==> src/hdl/plip_pkg.sv <==
`timescale 1ns / 1ps
// ============================================================================
// plip_pkg
// Shared types and constants of the piecewise linear interpolator: field
// widths, table size, serial arithmetic step counts and operation codes.
// ============================================================================
package plip_pkg;

    // Field widths of the Q16.16 values and of the configuration register.
    localparam int DATA_W  = 32;
    localparam int COUNT_W = 7;

    // Breakpoint table size.
    localparam int MAX_POINTS = 64;
    localparam int PTR_W      = $clog2(MAX_POINTS);

    // Serial multiply and divide sizes: differences are one bit wider than
    // the data, the product twice that, and the quotient is kept to 40 bits.
    localparam int EXT_W     = DATA_W + 1;
    localparam int PROD_W    = 2 * EXT_W;
    localparam int QUOT_W    = 40;
    localparam int MUL_STEPS = EXT_W;
    localparam int DIV_STEPS = PROD_W;
    localparam int STEP_W    = $clog2(DIV_STEPS);

    // Width of the final sum before saturation.
    localparam int SUM_W = QUOT_W + 2;

    // Operation codes of an input item.
    localparam logic OP_LOAD  = 1'b0;
    localparam logic OP_QUERY = 1'b1;

    // Step controls from the sequencer to the serial arithmetic unit.
    typedef struct packed {
        logic load;
        logic mul_step;
        logic div_step;
    } t_arith_ctl;

endpackage

==> src/hdl/plip_table.sv <==
`timescale 1ns / 1ps
// ============================================================================
// plip_table
// Breakpoint storage: one x memory and one y memory sharing a write port
// for load items and a single registered read port.
// ============================================================================
module plip_table (
    input  logic                          i_clk,
    input  logic                          i_wr_en,
    input  logic [plip_pkg::PTR_W-1:0]    i_wr_addr,
    input  logic [plip_pkg::DATA_W-1:0]   i_wr_x,
    input  logic [plip_pkg::DATA_W-1:0]   i_wr_y,
    input  logic [plip_pkg::PTR_W-1:0]    i_rd_addr,
    output logic [plip_pkg::DATA_W-1:0]   o_rd_x,
    output logic [plip_pkg::DATA_W-1:0]   o_rd_y
);
    import plip_pkg::*;

    logic [DATA_W-1:0] r_mem_x [MAX_POINTS];
    logic [DATA_W-1:0] r_mem_y [MAX_POINTS];

    // Write one breakpoint pair per load transfer.
    always_ff @(posedge i_clk) begin
        if (i_wr_en) begin
            r_mem_x[i_wr_addr] <= i_wr_x;
            r_mem_y[i_wr_addr] <= i_wr_y;
        end
    end

    // Registered read: data appears the cycle after the address.
    always_ff @(posedge i_clk) begin
        o_rd_x <= r_mem_x[i_rd_addr];
        o_rd_y <= r_mem_y[i_rd_addr];
    end

endmodule

==> config.mk <==
export PLATFORM = sky130hd
export DESIGN_NAME = plip_table
export DESIGN_NICKNAME = d
export VERILOG_FILES = /design/src/hdl/plip_pkg.sv /design/src/hdl/plip_table.sv
export SDC_FILE = /design/constraint.sdc
export NUM_CORES = 2
export LEC_CHECK = 0
export ABC_AREA = 0
export BUFFER_PORTS_ARGS = -buffer_cell sky130_fd_sc_hd__buf_4
export CAP_MARGIN = 10
export CORE_MARGIN = 2
export CORE_UTILIZATION = 35
export DETAILED_ROUTE_END_ITERATION = 12
export GPL_TIMING_DRIVEN = 1
export MAX_ROUTING_LAYER = met4
export PLACE_DENSITY = 0.51
export SYNTH_ARGS = -nofsm -noshare
export SYNTH_HDL_FRONTEND = slang
export SYNTH_SLANG_ARGS = --single-unit
export TNS_END_PERCENT = 10
==> constraint.sdc <==
create_clock -name i_clk -period 5.27 [get_ports i_clk]
set_input_delay 0.527 -clock i_clk [delete_from_list [all_inputs] [get_ports i_clk]]
set_output_delay 0.527 -clock i_clk [all_outputs]
set_load 0.02 [all_outputs]
Yosys cells after proc, flatten, opt, wreduce, memory -nomap -nowiden
Memories as Yosys holds them, arrays and structs flattened. A register that Yosys moved wholly into a read port is not among the register bits.
Index checks and enable logic that the tools add are counted.
{"block": "op_classes", "muxes": 2}
{"cell": "$mux W1", "n": 2}
{"block": "word_totals", "ff_bits": 0, "ram_bits": 4096, "input_bits": 78, "output_inout_bits": 64, "word_cells": 4, "memories": 2}
{"memory": "r_mem_x", "depth": 64, "word_bits": 32, "read_ports": 1, "rd_clocked_by_memory_dff": 1, "write_ports": 1, "line": "plip_table.sv:19", "source": "logic [DATA_W-1:0] r_mem_x [MAX_POINTS];"}
{"memory": "r_mem_y", "depth": 64, "word_bits": 32, "read_ports": 1, "rd_clocked_by_memory_dff": 1, "write_ports": 1, "line": "plip_table.sv:20", "source": "logic [DATA_W-1:0] r_mem_y [MAX_POINTS];"}

Logic depth before layout (Yosys ltp)
{"block": "depth", "depth_word": 2, "mapped_depth": 9}

Least setup slack after synthesis
Ideal clock, no wire load.
{"block": "synth_timing", "kind": "input to register", "start": "input i_wr_addr[4] (netlist bit)", "end": "memory r_mem_x[16][0], enable pin", "setup_ns": 0.486, "arrival_time_ns": 4.037, "path_slack_ns": 0.747, "path_stages": 4, "n_path_buf": 2, "cell_sequence": "clkbuf_1 > or3b_2 > clkbuf_1 > nor2_1"}
{"item": "start, declared", "line": "plip_table.sv:10", "source": "input logic [plip_pkg::PTR_W-1:0] i_wr_addr,"}
{"item": "end, declared", "line": "plip_table.sv:19"}
Straight into the memory's write port.

==> results by group <==
Status
  – Outcome: complete, no violations

Logic synthesis
  – Synth unique cells: 30
  – Dominant synthesized flop cell: edfxtp_1
  – Cells after Synth: 6,505
  – Number of synthesized flops with an enable pin: 4,096
  – Syn nets: 6,583
  – Post-Syn Area per Cell: 24.0 um^2
  – Mapped Area: 156,000 um^2
  – Ys async rst share: 0
  – Post-synthesis sequential area ratio: 0.797
  – Syn. warnings: 0
  – Synthesis-stage register bit count: 4,160

Power
  – PD cells: 388 nW/um^2
  – Gate power share: 0.049
  – Flop pwr share: 0.528
  – P_int: 54.6 mW
  – Clock share of power: 0.424
  – Switching component of the power: 15.2 mW
  – Worst vdd rail ir drop: 0.000305 V
  – Sw Ratio: 0.217
  – LEAKAGE: 55.3 nW
  – Total power: 69.8 mW

STA
  – Minimum clock period: 2700 ps
  – Max-slew headroom: 0.235
  – Final WS setup: 2570 ps
  – Max Freq: 0.370 GHz
  – RSZ-0062 raised after global routing: no
  – Final hold vios: 0
  – Setup TNS: 0 ps
  – Clock Skews: 44.3 ps
  – Final Max Tran Viols: 0
  – # setup viols final: 0
  – Fin crit share: 0.513
  – Worst Tran Pin Value: 1150 ps

Drt
  – Initial drt markers: 9,776
  – WL per Instance: 35.6 um
  – Aggregate routed wire length: 474,000 um
  – DRC violations left: 0
  – Vias per cell: 5.69
  – Antenna viol nets, final: 0
  – DR pass1 iterations: 5
  – Vias: 75,758

Place
  – DP HPWL: 258,000 um
  – GPL Wtd Cong: 0.769
  – Port buffer count: 141
  – Dpl cells: 12,488
  – Dpl ws: 1560 ps

Global route
  – Vias in the first global route: 76,651
  – First-pass GRT wire length: 647,000 um
  – GRT Residual Overflow: 0
  – Pin count of the biggest net entering global routing: 101
  – GRT Total Usage: 0.212
  – Number of antenna violations at the first check in global routing: 37

Die
  – Core area: 444,000 um^2
  – Row count: 245
  – Number of top-level pins: 142
  – Die Wd: 671 um
  – Initial Util: 0.351
  – Total die area: 451,000 um^2
  – Die Ht: 671 um

Clocking
  – Cts hold-fix bufs: 2
  – Htree depth: 5
  – TritonCTS Buffers: 431
  – Clk buf depth: 4
  – Clock sinks: 4,160
  – CTS Root Cell: clkbuf_16
  – Postcts setup bufs: 0
  – CTS tree: done
  – Post_cts resized: 0
  – Worst-Skew Late Latency: 970 ps
  – Clk pin slew, worst setup/hold paths: 60 ps

Layout
  – Non-filler cells, final: 13,305
  – Layout cells sized above 1: 0.289
  – Multi-input logic area: 30,200 um^2
  – Fin nets: 7,073
  – Register area: 124,000 um^2
  – Area delta synth->final: 15.4%
  – Fill count: 38,664

Setup path
  – Worst-path fanout max: 73
  – WP data required: 6170 ps
  – Critical Path End Type: register
  – Setup Crit Path Kind: in -> reg
  – CP startpoint kind: input pin
  – Arrival time worst endpoint: 3610 ps

Job
  – Max_cap viols: 0

Hold path
  – Worst min path class: in -> reg
==> registers in the layout (all words and copies together) (netlist names) <==
signal and count:
o_rd_y 32, r_mem_x 2048, r_mem_y 2048, o_rd_x 32
==> worst max-delay path: stages <==
cell	delay [ps]
buf_16	440
or3b_4	700
buf_4	470
o22ai_1	160
a211oi_1	860
o211a_1	270
==> cells in the mapped netlist, types with 2 or more instances <==
master,n,share of area
nand3b_1,4,0.00019
a21oi_1,25,0.00080
a211oi_1,63,0.0030
nor2_1,110,0.0026
and2_1,3,0.00012
dfxtp_1,64,0.0082
edfxtp_1,4096,0.79
buf_2,136,0.0044
buf_4,50,0.0024
a22oi_1,256,0.012
or3b_1,2,0.00011
or3_1,3,0.00012
clkbuf_1,140,0.0034
nand3_1,133,0.0043
nand2_1,7,0.00017
or2_2,2,0.000080
o22ai_1,102,0.0041
o211a_1,64,0.0041
buf_1,29,0.00070
nand2b_1,4,0.00016
nor2b_1,7,0.00028
mux2i_1,90,0.0058
or3b_2,2,0.00011
o221ai_1,64,0.0036
mux4_2,1024,0.15
buf_6,21,0.0015
==> path summary, 6_finish.rpt <==
path | cells past startpoint | slack [ps] | end | startpoint
worst max register to register | 4 | 3180 | o_rd_y[15]$_DFF_P_ | r_mem_y[63][15]$_DFFE_PP_
worst min-delay path | 1 | 80 | r_mem_x[60][11]$_DFFE_PP_ | i_wr_x[11]
worst min register to register | 4 | 840 | o_rd_y[28]$_DFF_P_ | r_mem_y[62][28]$_DFFE_PP_
worst max-delay path | 6 | 2570 | o_rd_x[14]$_DFF_P_ | i_rd_addr[0]
==> layout make-up <==
| class | instances | share of cell area |
|---|---|---|
| Clock inverter | 215 | 0.0106 |
| Timing Repair Buffer | 434 | 0.0241 |
| Inverter | 1 | 0.0000209 |
| Clock buffer | 585 | 0.0650 |
| Tap cell | 5928 | 0.0412 |
| Antenna cell | 15 | 0.000209 |
| Sequential cell | 4160 | 0.691 |
| Multi-Input combinational cell | 1967 | 0.168 |
==> cell families after synthesis <==
family / Yosys count / share of synthesized area
compound gates: 575 / 0.0280
buf+inv: 378 / 0.0124
flops: 4160 / 0.797
mux: 1114 / 0.154
simple gates: 278 / 0.00831
==> cell usage in the layout (no fill, tap or decap), types with 25 or more instances in the layout <==
cell type and instances:
buf_4 346, o221ai_1 64, nand3_1 133, dfxtp_1 64, mux4_2 1024, nor2_1 43, clkbuf_16 436, clkinv_2 68
buf_12 82, o22ai_1 102, clkinv_1 87, clkbuf_1 126, a22oi_1 256, a21oi_1 25, mux2i_1 90, edfxtp_1 4096
a211oi_1 63, o211a_1 64, nor2_4 67
==> through the flow <==
stage / hold slack, ps / area, um^2 / utilization
floorplan: 626 / 156000 / -
global placement: 812 / 166000 / 0.374
detailed placement: 825 / 166000 / 0.374
CTS: 14.6 / 180000 / 0.405
global route: 78.8 / 180000 / 0.405
finish: 83.3 / 180000 / 0.405
==> power groups by stage <==
| stage | sequential (mW) | clock [mW] | combinational (mW) |
|---|---|---|---|
| 2_1_floorplan | 37.5 | 0 | 1.69 |
| 3_5_place_dp | 37.5 | 0 | 3.45 |
| 5_1_grt | 36.8 | 31.3 | 3.59 |
| 3_3_place_gp | 37.5 | 0 | 3.40 |
| 6_report | 36.8 | 29.5 | 3.40 |
| 4_1_cts | 36.8 | 30.1 | 3.45 |
==> routing by layer <==
metal,routed length [um],track usage,share of wire,vias to the layer above
met1,198000,0.289,0.42,42753
met5,0,-,0,-
li1,-,-,-,29343
met3,31900,0.0300,0.067,529
met2,234000,0.345,0.49,3133
met4,8950,0.0400,0.019,0
No activity file was read; power rests on OpenSTA's default activity.
