## src/hdl/plip_pkg.sv

```systemverilog
`timescale 1ns / 1ps
// ============================================================================
// plip_pkg
// Shared types and constants of the piecewise linear interpolator: field
// widths, table size, serial arithmetic step counts and operation codes.
// ============================================================================
package plip_pkg;

    // Field widths of the Q16.16 values and of the configuration register.
    localparam int DATA_W  = 32;
    localparam int COUNT_W = 7;

    // Breakpoint table size.
    localparam int MAX_POINTS = 64;
    localparam int PTR_W      = $clog2(MAX_POINTS);

    // Serial multiply and divide sizes: differences are one bit wider than
    // the data, the product twice that, and the quotient is kept to 40 bits.
    localparam int EXT_W     = DATA_W + 1;
    localparam int PROD_W    = 2 * EXT_W;
    localparam int QUOT_W    = 40;
    localparam int MUL_STEPS = EXT_W;
    localparam int DIV_STEPS = PROD_W;
    localparam int STEP_W    = $clog2(DIV_STEPS);

    // Width of the final sum before saturation.
    localparam int SUM_W = QUOT_W + 2;

    // Operation codes of an input item.
    localparam logic OP_LOAD  = 1'b0;
    localparam logic OP_QUERY = 1'b1;

    // Step controls from the sequencer to the serial arithmetic unit.
    typedef struct packed {
        logic load;
        logic mul_step;
        logic div_step;
    } t_arith_ctl;

endpackage

```

## src/hdl/plip_arith.sv

```systemverilog
`timescale 1ns / 1ps
// ============================================================================
// plip_arith
// Bit-serial arithmetic: a shift-add multiplier of two 33-bit magnitudes
// followed by a restoring divider, one bit per cycle, sharing one register.
// ============================================================================
module plip_arith (
    input  logic                          i_clk,
    input  plip_pkg::t_arith_ctl          i_ctl,
    input  logic [plip_pkg::EXT_W-1:0]    i_mcand,
    input  logic [plip_pkg::EXT_W-1:0]    i_mplier,
    input  logic [plip_pkg::EXT_W-1:0]    i_divisor,
    output logic [plip_pkg::QUOT_W-1:0]   o_quot,
    output logic                          o_big
);
    import plip_pkg::*;

    logic [PROD_W-1:0] r_prod;
    logic [EXT_W-1:0]  r_mcand;
    logic [EXT_W-1:0]  r_div;
    logic [EXT_W-1:0]  r_rem;

    logic [EXT_W:0]    mul_sum;
    logic [EXT_W:0]    rem_sh;
    logic              rem_ge;
    logic [EXT_W:0]    rem_diff;

    // Multiply step: add the multiplicand to the upper half when the low
    // multiplier bit is set, then shift right.
    assign mul_sum = {1'b0, r_prod[PROD_W-1:EXT_W]} + (r_prod[0] ? {1'b0, r_mcand} : '0);

    // Divide step: bring in the next dividend bit and subtract if it fits.
    assign rem_sh   = {r_rem, r_prod[PROD_W-1]};
    assign rem_ge   = rem_sh >= {1'b0, r_div};
    assign rem_diff = rem_sh - {1'b0, r_div};

    always_ff @(posedge i_clk) begin
        if (i_ctl.load) begin
            r_prod  <= {{EXT_W{1'b0}}, i_mplier};
            r_mcand <= i_mcand;
            r_div   <= i_divisor;
            r_rem   <= '0;
        end else if (i_ctl.mul_step) begin
            r_prod <= {mul_sum, r_prod[EXT_W-1:1]};
        end else if (i_ctl.div_step) begin
            // Quotient bits enter at the bottom as dividend bits leave the top.
            r_prod <= {r_prod[PROD_W-2:0], rem_ge};
            r_rem  <= rem_ge ? rem_diff[EXT_W-1:0] : rem_sh[EXT_W-1:0];
        end
    end

    // After the divide the register holds the whole quotient.
    assign o_quot = r_prod[QUOT_W-1:0];
    assign o_big  = |r_prod[PROD_W-1:QUOT_W];

endmodule

```

## config.mk

```make
export PLATFORM = sky130hd
export DESIGN_NAME = plip_arith
export DESIGN_NICKNAME = d
export VERILOG_FILES = /design/src/hdl/plip_pkg.sv /design/src/hdl/plip_arith.sv
export SDC_FILE = /design/constraint.sdc
export NUM_CORES = 1
export LEC_CHECK = 0
export BUFFER_PORTS_ARGS = -buffer_cell sky130_fd_sc_hd__buf_4
export CORE_MARGIN = 5
export CORE_UTILIZATION = 55
export CTS_CLUSTER_SIZE = 28
export DETAILED_ROUTE_END_ITERATION = 6
export HOLD_SLACK_MARGIN = 0.06
export PLACE_DENSITY = 0.75
export SLEW_MARGIN = 20
export SYNTH_ARGS = -nofsm -noshare
export SYNTH_HDL_FRONTEND = slang
export SYNTH_SLANG_ARGS = --single-unit
```

## constraint.sdc

```tcl
create_clock -name i_clk -period 9.2 [get_ports i_clk]
set_clock_uncertainty 0.2 [all_clocks]
set_input_delay 0.92 -clock i_clk [delete_from_list [all_inputs] [get_ports i_clk]]
set_output_delay 0.92 -clock i_clk [all_outputs]
set_load 0.03 [all_outputs]
```

-- Word level (Yosys, flattened, before mapping)
Index checks and enable logic that the tools add are counted.
- bits in registers: 165
- latch bits: 0
- RAM bits: 0
- memory bits (read-only): 0
- bits of input ports: 103
- output and inout bits: 41
- memories kept: 0
- add/sub/neg operators: 2
- multipliers: 0
- divide/modulo/power cells: 0
- $lt $le $gt $ge: 1
- equality and inequality tests: 0
- shift operators: 0
- muxes and demuxes: 5
- bitwise logic cells: 1
- reduce and logical (&&, ||, !) cells: 4
- operators by type and width (kind ; count):
    $mux 66 ; 2
    $mux 33 ; 3
    $add 33x33->34 ; 1
    $ge 34x33->1 ; 1
    $sub 33x33->33 ; 1
    $reduce_or 26->1 ; 1
    $reduce_bool 3->1 ; 1
    $reduce_and 2->1 ; 1
    $reduce_bool 2->1 ; 1
    $not 1->1 ; 1

-- Logic depth before layout (Yosys ltp)
- word-level depth: 4
- gate-level depth with buffers: 14
- mapped depth without buffers: 13

-- Worst setup path after synthesis
No wires, ideal clock.
- kind: input -> register
- start: input i_ctl[0] (netlist name)
- end: register r_prod[0] (enable)
- library setup time: 0.391 ns
- arrival time: 2.869 ns
- path slack: 5.740 ns
- cell stages on the path: 4
- path buffers: 3
- cells stage by stage: clkbuf_1 -> clkbuf_1 -> clkbuf_1 -> or3_1
- word-level cells in the longest chain between the ends: 1
- ends and longest elaborated chain (what ; RTL line ; RTL):
    start, declared ; plip_arith.sv:9 ; input plip_pkg::t_arith_ctl i_ctl,
    $reduce_bool 3->1 (no source line) ; -- ;
    end signal, assigned ; plip_arith.sv:39 ; r_prod <= {{EXT_W{1'b0}}, i_mplier};
    end signal, assigned ; plip_arith.sv:44 ; r_prod <= {mul_sum, r_prod[EXT_W-1:1]};
    end signal, assigned ; plip_arith.sv:47 ; r_prod <= {r_prod[PROD_W-2:0], rem_ge};
    end, declared ; plip_arith.sv:18 ; logic [PROD_W-1:0] r_prod;
No other way between the ends.
A chain may end at the register's enable or synchronous reset.

-- Final worst setup path
- start: register r_prod[0]
- end: register r_prod[62]
- word-level cells in the longest chain between the ends: 3
- ends and longest elaborated chain (what ; RTL line ; RTL):
    $mux 33 ; plip_arith.sv:30 ; assign mul_sum = {1'b0, r_prod[PROD_W-1:EXT_W]} + (r_prod[0] ? {1'b0, r_mcand} : '0);
    $add 33x33->34 ; plip_arith.sv:30 ;
    $mux 66 ; plip_arith.sv:43 ; end else if (i_ctl.mul_step) begin
No other way between the ends.

==> results.txt <==
The run finished with clean final reports. The remaining routing DRC violations is 0. Clock-pin slew was measured on the worst setup and hold paths at 0.06 ns. Entering global routing, the biggest net connects 91 pins. The total congestion overflow came out at 0. The highest ir drop seen on vdd came out at 138 uV.

Among all flip-flop cells after synthesis, the most frequent one is edfxtp_1. The number of hold buffers added after cts is 0. The max-capacitance violation count is 0. The final hold violation count was 0.

The synthesized design spends more area on one cell type than any other, namely edfxtp_1. The compound-cell area share of the yosys netlist was 0.209. STA classifies the critical path endpoint as a flip-flop. The xor/xnor share of the synthesized area came out at 0.0427. The endpoint of the worst register-to-register path is r_prod[62].

The startpoint identified for the worst register-to-register timing path is r_prod[0]. TritonCTS built the clock tree. By instance count, the leading cell after synthesis is edfxtp_1. In this run, distinct cell masters in the synthesized netlist total 66. For this run, the slowest stage of the critical path takes 0.43 ns. The number of sinks handled by clock tree synthesis came out at 165.

The worst setup path is of the reg2reg kind. The global placement routability congestion is 0.963. Post-CTS timing repair inserted 0 buffers for setup.

Data arrives at the worst endpoint at 3.76 ns. The placeable core region came out at 19300 um^2. Counting instances in the post-synthesis netlist gives the leading cell types as edfxtp_1 (99), nand2_1 (94), a21oi_1 (84), o21ai_0 (83), mux2i_1 (71). The post-route clock period utilization came out at 0.400.

The number of cell rows is 51. The total number of nets in the final design came out at 1372. The total negative setup slack came out at 0 ns. The area growth from synthesis to layout is 14.2%.

Hold is met by 0.295 ns. The net count after synthesis is 1296. The die outline width is 149 um.

After detailed routing, the wire length on met1 is 11.0 mm. On the critical path, the stage with the largest delay is an instance of fa_1. The share of Yosys cell area claimed by the top area cell type is 0.279. The clock latency on the worst-skew pair is 0.43 ns. The violation count after the first detailed-route iteration is 504. For hold timing, the worst endpoint is r_rem[11]. The overall routing resource usage came out at 0.220. The count of instances resized after the clock tree is built came out at 0. Walking the worst path, the cells encountered are buf_4 -> and2_1 -> ha_1 -> fa_1 -> a211oi_1 -> o211ai_1 -> nand4_1 -> nand3_1 -> a221oi_2 -> o21ai_1 -> a31oi_1 -> xor2_1 -> a21oi_1.

The number of global-route vias before repair came out at 8497. The synthesized area per cell is 9.49 um^2. The fraction of synthesized area in multiplexers is 0.0708. The routed design uses 12.5 mm of met2 wire. The leakage dissipation is 5.24 nW. The number of slew-limit violations in the final report is 0.

Setup repair after global routing left no endpoint under its margin. Of the total synthesized cell area, the portion taken by AND, OR, NAND and NOR gates is 0.129. The synthesized cell area is 10700 um^2. For this design the ratio of total power to cell area is 175 nW/um^2. The level count of the clock H-tree came out at 4. The smallest clock period supported by the final layout is computed as 3.68 ns. The number of antenna violations at the first check in global routing is 0.

The first global-routing pass estimated 40.1 mm of wire. The worst slew margin relative to its limit came out at 0.357. The starting density of the core came out at 0.554. The number of antenna diodes in the final layout is 0. The count of warnings emitted by yosys is 0. The highest layer used for signal routing is met4.

The post-synthesis instance total came out at 1125. The maximum count of clock buffers along a single path is 2. The detailed-routing iteration count for the pre-antenna-repair pass is 5.

The area of the die is 22300 um^2. Dividing the detail-routed wire length by the instance count gives 16.8 um. The post-placement setup slack came out at 5.19 ns. The adder and majority gate portion of the synthesized area is 0.0811. By area the synthesized netlist is led by edfxtp_1 (28%), dfxtp_1 (12%), ha_1 (7.7%). By area, the combinational part of the netlist is dominated by compound AO/OA/AOI/OAI gates. The half-perimeter wire length after detailed placement came out at 17.6 mm.

In the final layout, the share of cells above drive strength 1 is 0.166. The number of cells on the worst hold path came out at 2. The count of cells along the worst register-to-register path is 13. The height of the chip is 149 um. The worst setup path is launched from a flip-flop.

The detailed-route wire length came out at 24.9 mm. The count of flip-flops with a built-in enable after synthesis came out at 99. In this run the worst path has a maximum fanout of 35. For this run, the register share of the synthesized area comes to 0.402.

The maximum clock rate came out at 271 MHz. The overall via count from detail_route is 8450. Setup violations remaining at the end of the flow were counted as 0.

The number of storage elements in the synthesis netlist is 165. The reg2reg setup slack is 5.52 ns. The count of input and output buffers is 143. The slew of the pin with the lowest slew margin is 0.965 ns. The tree is rooted in a clkbuf_16. Counting the buffers created by CTS gives 17. For this run, asynchronously set or reset flops after synthesis account for 0. Across all setup checks in the final design, the least slack found is 5.52 ns. In this run the most critical hold path is launched from r_rem[11]. The total I/O pin count came out at 144. At the worst endpoint, the required time is 9.28 ns.

The worst hold path belongs to the class reg2reg. The met3 wire length came out at 886 um. The count of nets left with antenna violations once routing finished came out at 0.

Dividing the detail-routed via count by the number of cells gives 5.71.
metal layers:
| layer | vias up | GRT usage |
|---|---|---|
| li1 | 4250 | - |
| met1 | 3970 | 0.276 |
| met2 | 185 | 0.385 |
| met3 | 45 | 0.0395 |
| met4 | 0 | 0.0705 |
| met5 | - | 0 |
stage by stage:
step                cells  total power, mW   util  area [um^2]
floorplan            1125             1.30      -        10700
global placement     1447             1.43  0.603        11600
detailed placement   1447             1.44  0.603        11600
CTS                  1479             2.14  0.633        12200
global route         1479             2.24  0.633        12200
finish               1479             2.13  0.633        12200
state kept, by name, indices dropped and copies added, names as in the netlist:
signal	count
r_prod	66
r_div	33
r_mcand	33
r_rem	33
worst max-delay path by stage:
stage | depth (start not counted) | slack, ns | endpoint | start
after floorplan | 4 | 5.74 | r_prod[0] | i_ctl[0]
after global placement | 6 | 5.27 | r_rem[17] | i_ctl[2]
after detailed placement | 6 | 5.19 | r_rem[17] | i_ctl[2]
after CTS | 13 | 5.49 | r_prod[62] | r_prod[0]
after global routing | 13 | 5.13 | r_prod[62] | r_prod[0]
final | 13 | 5.52 | r_prod[62] | r_prod[0]
logic make-up (layout without fill, tap and decap cells):
logic type | Yosys count | in the layout
compound gates | 341 | 341
simple gates | 285 | 285
flops | 165 | 165
buf+inv | 139 | 228
mux | 75 | 75
fa+ha+maj | 68 | 68
xor+xnor | 52 | 52
cells in the final DEF (no fill, tap or decap), types with 4 or more instances in the layout:
cell type / Yosys / routed
a211oi_1: 47 / 47
a21boi_0: 5 / 5
a21o_1: 30 / 30
a21oi_1: 84 / 84
a31oi_1: 16 / 16
and2_1: 36 / 36
and3_1: 15 / 15
buf_4: 42 / 148
clkbuf_16: 0 / 17
clkinv_2: 0 / 4
dfxtp_1: 66 / 66
edfxtp_1: 99 / 99
ha_1: 66 / 66
inv_1: 47 / 47
mux2_2: 4 / 4
mux2i_1: 71 / 71
nand2_1: 94 / 94
nand2b_1: 8 / 8
nand3_1: 17 / 17
nand4_1: 7 / 7
nor2_1: 62 / 62
nor2b_1: 17 / 16
nor3_1: 5 / 5
nor4_1: 8 / 8
o211ai_1: 9 / 9
o21a_1: 10 / 10
o21ai_0: 83 / 83
o21ai_1: 6 / 6
o21bai_1: 7 / 7
o22ai_1: 7 / 7
o31ai_1: 4 / 4
or3_1: 4 / 4
xnor2_1: 29 / 29
xor2_1: 23 / 23
where the power goes:
group,internal (mW),switching (mW),total (mW)
Combinational,0.220,0.304,0.524
Sequential,0.855,0.0474,0.903
Clock,0.407,0.299,0.706
Total,1.48,0.650,2.13
cell type report:
cell class / count / area, um^2
fillers: 1651 / 7080
inverters: 47 / 176
clock buffers: 20 / 447
flip-flops and latches: 165 / 4290
clock inverters: 12 / 130
repair buffers: 149 / 1120
well taps: 265 / 332
multi-input cells: 821 / 5690
worst max-delay path, delay by kind of cell, from the launching register on:
kind,cells,cell delay (ns)
buf+inv,1,0.24
simple gates,3,0.50
flops,1,0.36
compound gates,6,1.42
fa+ha+maj,2,0.64
xor+xnor,1,0.17
No activity file was read; power rests on OpenSTA's default activity.
